--- src/sv/edfa_pkg.sv ---
// shared types and constants of the enumerative dfa runner
package edfa_pkg;

  localparam int STATE_W     = 6;
  localparam int CLASS_W     = 6;
  localparam int MAP_W       = 5;
  localparam int MAX_STATES  = 64;
  localparam int MAX_CLASSES = 32;
  localparam int TABLE_DEPTH = (MAX_CLASSES + 1) * MAX_STATES;
  localparam int TABLE_AW    = CLASS_W + STATE_W;

  localparam logic [7:0] CHAR_WILD  = 8'h5E;
  localparam logic [7:0] CHAR_BAR   = 8'h7C;
  localparam logic [7:0] CHAR_SPACE = 8'h20;

  localparam logic [0:0] CFG_STATES  = 1'b0;
  localparam logic [0:0] CFG_CLASSES = 1'b1;

  localparam logic RES_ACK   = 1'b0;
  localparam logic RES_FINAL = 1'b1;

  typedef enum logic [1:0] {
    REQ_CLEAR, REQ_RULE, REQ_TEXT, REQ_END
  } req_t;

  typedef enum logic [1:0] {
    ERR_OK, ERR_STATE, ERR_CLASS
  } rule_err_t;

  typedef enum logic [2:0] {
    OP_CLEAR, OP_WRITE, OP_WILD, OP_STEP, OP_ACK, OP_REPORT
  } op_kind_t;

  typedef enum logic [1:0] {
    B_SWEEP, B_IDLE, B_WILD, B_LOOK
  } back_state_t;

  typedef struct packed {
    logic [6:0]         state_count;
    logic [CLASS_W-1:0] class_count;
  } cfg_t;

  typedef struct packed {
    op_kind_t           kind;
    logic [CLASS_W-1:0] cls;
    logic [STATE_W-1:0] src;
    logic [STATE_W-1:0] dst;
    rule_err_t          err;
  } op_t;

  typedef struct packed {
    logic               kind;
    logic [STATE_W-1:0] state;
    rule_err_t          err;
  } res_t;

endpackage

--- src/sv/edfa_queue.sv ---
// two-entry queue used between front and back and for results
module edfa_queue #(
  parameter type T = logic
) (
  input  logic clk,
  input  logic rst,
  input  logic push,
  input  T     wdata,
  output logic full,
  input  logic pop,
  output logic empty,
  output T     rdata
);
  import edfa_pkg::*;

  T           mem [2];
  logic       wr_ptr;
  logic       rd_ptr;
  logic [1:0] count;

  assign full  = count == 2'd2;
  assign empty = count == 2'd0;
  assign rdata = mem[rd_ptr];

  always_ff @(posedge clk) begin
    if (rst) begin
      wr_ptr <= 1'b0;
      rd_ptr <= 1'b0;
      count  <= 2'd0;
    end else begin
      if (push && !full) wr_ptr <= ~wr_ptr;
      if (pop && !empty) rd_ptr <= ~rd_ptr;
      count <= count + 2'(push && !full) - 2'(pop && !empty);
    end
  end

  always_ff @(posedge clk) begin
    if (push && !full) mem[wr_ptr] <= wdata;
  end

endmodule

--- config.mk ---
export PLATFORM = sky130hd
export DESIGN_NAME = edfa_queue
export DESIGN_NICKNAME = d
export VERILOG_FILES = /design/src/sv/edfa_pkg.sv /design/src/sv/edfa_queue.sv
export SDC_FILE = /design/constraint.sdc
export NUM_CORES = 1
export LEC_CHECK = 0
export BUFFER_PORTS_ARGS = -buffer_cell sky130_fd_sc_hd__clkbuf_2
export CAP_MARGIN = 20
export CORE_AREA = 5 5 42 44
export DETAILED_ROUTE_END_ITERATION = 16
export DIE_AREA = 0 0 47 49
export HOLD_SLACK_MARGIN = 0.05
export PLACE_DENSITY = 0.38
export RECOVER_POWER = 100
export SKIP_LAST_GASP = 1
export SLEW_MARGIN = 20
export SYNTH_ARGS = -nofsm -noshare
export SYNTH_HDL_FRONTEND = slang
export SYNTH_SLANG_ARGS = --single-unit
--- constraint.sdc ---
create_clock -name clk -period 2.14 [get_ports clk]
set_clock_uncertainty 0.15 [all_clocks]
set_input_delay 0 -clock clk [delete_from_list [all_inputs] [get_ports clk]]
set_output_delay 0 -clock clk [all_outputs]
set_load 0.005 [all_outputs]
== After elaboration in Yosys (flattened, before gate mapping) ==
Memory sizes are Yosys's and may differ from the RTL's. A register that Yosys moved wholly into a read port is not among the register bits.
Index checks and enable logic that the tools add are counted.
Word-level totals
  flip-flop bits (word level): 4
  memory bits (writable): 2
  bits of input ports: 5
  word-level logic and storage cells: 18
  memories: 1
Operators by class
  $add $sub $neg: 2
  eq/ne operators: 1
  multiplexer cells: 4
  bitwise logic cells: 2
  reductions and logical operators: 5
Memories
  mem: depth 2, width 1, rd ports 1, clocked after Yosys merged registers in 1, wr ports 1, RTL line edfa_queue.sv:16  | T mem [2];
Operators by type and width (number)
  1-bit 2-to-1 mux: 4
  2-bit by 1-bit adder with 2-bit output: 1
  2-bit == test, second input constant: 1
  1-bit logical AND: 2
  1-bit zero test: 2
  2-bit zero test: 1
  1-bit inverter: 2
  2-bit by 1-bit subtractor with 2-bit output: 1

== Longest topological paths before layout ==
  depth after elaboration: 5
  depth in mapped cells: 8

== Least setup slack after synthesis ==
OpenSTA, ideal clock, no wires.
  path kind: register to register
  start: reg count[1]
  end: reg count[1]
  setup time: 0.078 ns
  arrival time: 1.389 ns
  required time: 1.912 ns
  slack: 0.523 ns
  cell stages (with the launch flop): 8
  period minus slack after synthesis: 1.617 ns
  cells stage by stage: dfxtp_1 o21a_1 ha_1 inv_1 ha_1 xor2_1 and2_1 nor3_1
On the way
  cells in the longest elaborated chain, start to end: 5
Ends and longest elaborated chain
  start: declaration: RTL line edfa_queue.sv:19  | logic [1:0] count;
  start signal: assignment: RTL line edfa_queue.sv:33  | count <= count + 2'(push && !full) - 2'(pop && !empty);
  2-bit == test: RTL line edfa_queue.sv:21  | assign full = count == 2'd2;
  1-bit zero test: RTL line edfa_queue.sv:33
  1-bit logical AND: RTL line edfa_queue.sv:33
  2-bit by 1-bit adder with 2-bit output: RTL line edfa_queue.sv:33
  2-bit by 1-bit subtractor with 2-bit output *: RTL line edfa_queue.sv:33
Every way passes the cells marked *; elsewhere a longest branch is shown, timed or not.
A chain may end at the register's enable or synchronous reset.

== Worst setup path after layout ==
Same ends and word-level chain as after synthesis.

==> key figures <==
GRT
  – Largest net degree at the start of global routing: 6
  – Vias in the first global route: between 200 and 250
  – Initial antenna violation count: 0
  – First-pass GRT wire length: ~860 um
  – Overall Global Routing Usage: under 10%
  – Overflow after GRT: 0

Clock network
  – H-tree depth: 1
  – CTS max path bufs: 2
  – Clock Pin Slew Worst Setup and Hold Paths: approximately 0.05 ns
  – CTS tree: built
  – Sink Count: 7
  – # hold bufs at CTS: 4
  – Num CTS Buffers: 3
  – Post-CTS sizing: 0
  – Post-CTS Setup Repair Bufs: 0
  – Skew-Pair Late Insertion Delay: roughly 0.25 ns
  – Clock root buffer master: clkbuf_4

Critical path
  – Crit path launch type: flip-flop
  – Worst Path Arrival: roughly 1.8 ns
  – Required @ worst endpoint: 2.17 ns
  – CP endpoint kind: flip-flop
  – Setup CP Type: flip-flop to flip-flop
  – Worst-path maximum fanout: 5

Timing
  – FMAX: between 500 and 600 MHz
  – Worst slew pin tran: 0.1925 ns
  – Unrepaired setup endpoints after global routing: false
  – Setup TNS: 0 ns
  – Final period utilization: between 80% and 90%
  – Hold WS: between 0.3 and 0.4 ns
  – Max Slew Vio Count: 0
  – Setup violations, final: 0
  – Min Clock Period, post-route: between 1.5 and 2 ns
  – Final hold violation count: 0
  – Max-Slew Margin vs Limit: between 80 and 90%

Logic synthesis
  – Area leader, netlist: dfxtp_1
  – Cells after synthesis: 30
  – Yosys top cell area share: 32.79%
  – Cell Area, Synth: ~310 um2
  – Yosys cell types: 19
  – Syn Nets: 37
  – Syn_area_per_cell: approximately 10 um2
  – Synth top area cells: dfxtp_1, edfxtp_1, ha_1
  – FF+latch count, synth: 7
  – Post-synthesis sequential area ratio: a little over half
  – Yosys warns: 0

Outcome
  – Outcome: finished, final reports clean

Place
  – Number of port buffers: 7
  – GP Congestion: ~0.74
  – Placed inst area: 360.3 um2

Routing
  – ANT nets after route: 0
  – Drc violations: 0
  – Max layer used: met4
  – Drt pass-1 iters: 2
  – Iteration-0 DRC Markers: 3
  – Drt total wl: roughly 520 um
  – Vias: around 250
  – Vias/cell: about 4.0
  – WL met3: about 38 um
  – Met2 routed WL: between 200 and 300 um
  – Wire per inst: approximately 8.5 um
  – Wl on met1: 195 um

Die
  – Die area: around 2300 um2
  – Starting utilization of the core area: a little over a fifth
  – Core footprint: between 1000 and 1500 um2
  – Die Width: around 47 um
  – Chip height: a little under 50 um
  – # rows: 14
  – I/O pin total: 8

Power
  – Leakage: 0.2030 nW
  – PwrDens: around 1200 nW/um2
  – Overall power: slightly above 0.5 mW
  – Worst vdd ir: between 300 and 400 uV

Flow run
  – Max Cap Viol: 0

Cells and area
  – Final instance area: between 400 and 500 um2
  – Diodes inserted: 0
  – Final layout net count: between 50 and 60
  – Leading cell types in the layout, fill and taps excluded: dfxtp_1, clkbuf_2, nor2_1, inv_1, dlygate4sd3_1
  – Area grow syn2layout: 38.93%
  – Layout cells sized above 1: about a quarter
  – Final core occ: a little under a third

Worst hold path
  – Hold Path Class: input port to flip-flop
metrics by stage:
step / cells / worst slack [ns]
3_3_place_gp: 53 / 0.4730
3_5_place_dp: 53 / 0.4270
4_1_cts: 61 / 0.4135
5_1_grt: 61 / 0.3091
2_1_floorplan: 30 / 0.5235
6_report: 61 / 0.4198
area by class of cell:
cell class / instances / area, um2
repair buffers: 11 / 72.57
flip-flops and latches: 7 / 160.2
inverters: 4 / 15.01
clock buffers: 4 / 26.28
well taps: 16 / 20.02
fillers: 155 / 977.2
multi-input cells: 19 / 130.1
cell families (layout without fill, tap and decap cells):
family                   Yosys count  after routing  synth area share (%)
AND/OR/NAND/NOR                   11             11                 19.26
flip-flops                         7              7                 52.46
buffers and inverters              4             19                 4.917
AO/OA/AOI/OAI                      3              3                 5.735
adder cells (fa/ha/maj)            2              2                 8.195
XOR/XNOR                           2              2                 5.739
multiplexers                       1              1                 3.688
worst max-delay path: stages, from the launching register on:
cell and delay, ns:
dfxtp_1 0.34, o21a_1 0.23, ha_1 0.29, inv_1 0.04
ha_1 0.17, xor2_1 0.15, and2_1 0.16, nor3_1 0.11
worst paths after layout:
path / start / slack, ns / end / depth (start not counted)
max reg2reg: count[1]$_SDFF_PP0_ / 0.42 / count[1]$_SDFF_PP0_ / 7
min reg2reg: wr_ptr$_SDFFE_PP0P_ / 0.35 / wr_ptr$_SDFFE_PP0P_ / 2
max: count[1]$_SDFF_PP0_ / 0.42 / count[1]$_SDFF_PP0_ / 7
min: wdata / 0.34 / mem[0]$_DFFE_PP_ / 2
cells in the mapped netlist (all sizes together):
master / number
dfxtp: 5
inv: 4
nor2: 4
edfxtp: 2
ha: 2
a21oi: 1
and2: 1
and3: 1
mux2: 1
nand2: 1
nand2b: 1
nor2b: 1
nor3: 1
o21a: 1
o21ai: 1
or3: 1
xnor2: 1
xor2: 1
power by group:
| part | switching (mW) | internal [mW] | leakage [nW] |
|---|---|---|---|
| clock network | 0.0503 | 0.0713 | 0.0150 |
| registers | 0.0262 | 0.179 | 0.0600 |
| logic | 0.0828 | 0.0932 | 0.128 |
metal layers:
layer	vias up	global-route usage [%]
met5	-	0
met4	0	6.912
met3	4	3.321
met2	6	7.466
met1	108	5.791
li1	129	-
(Power assumes the default switching activity.)
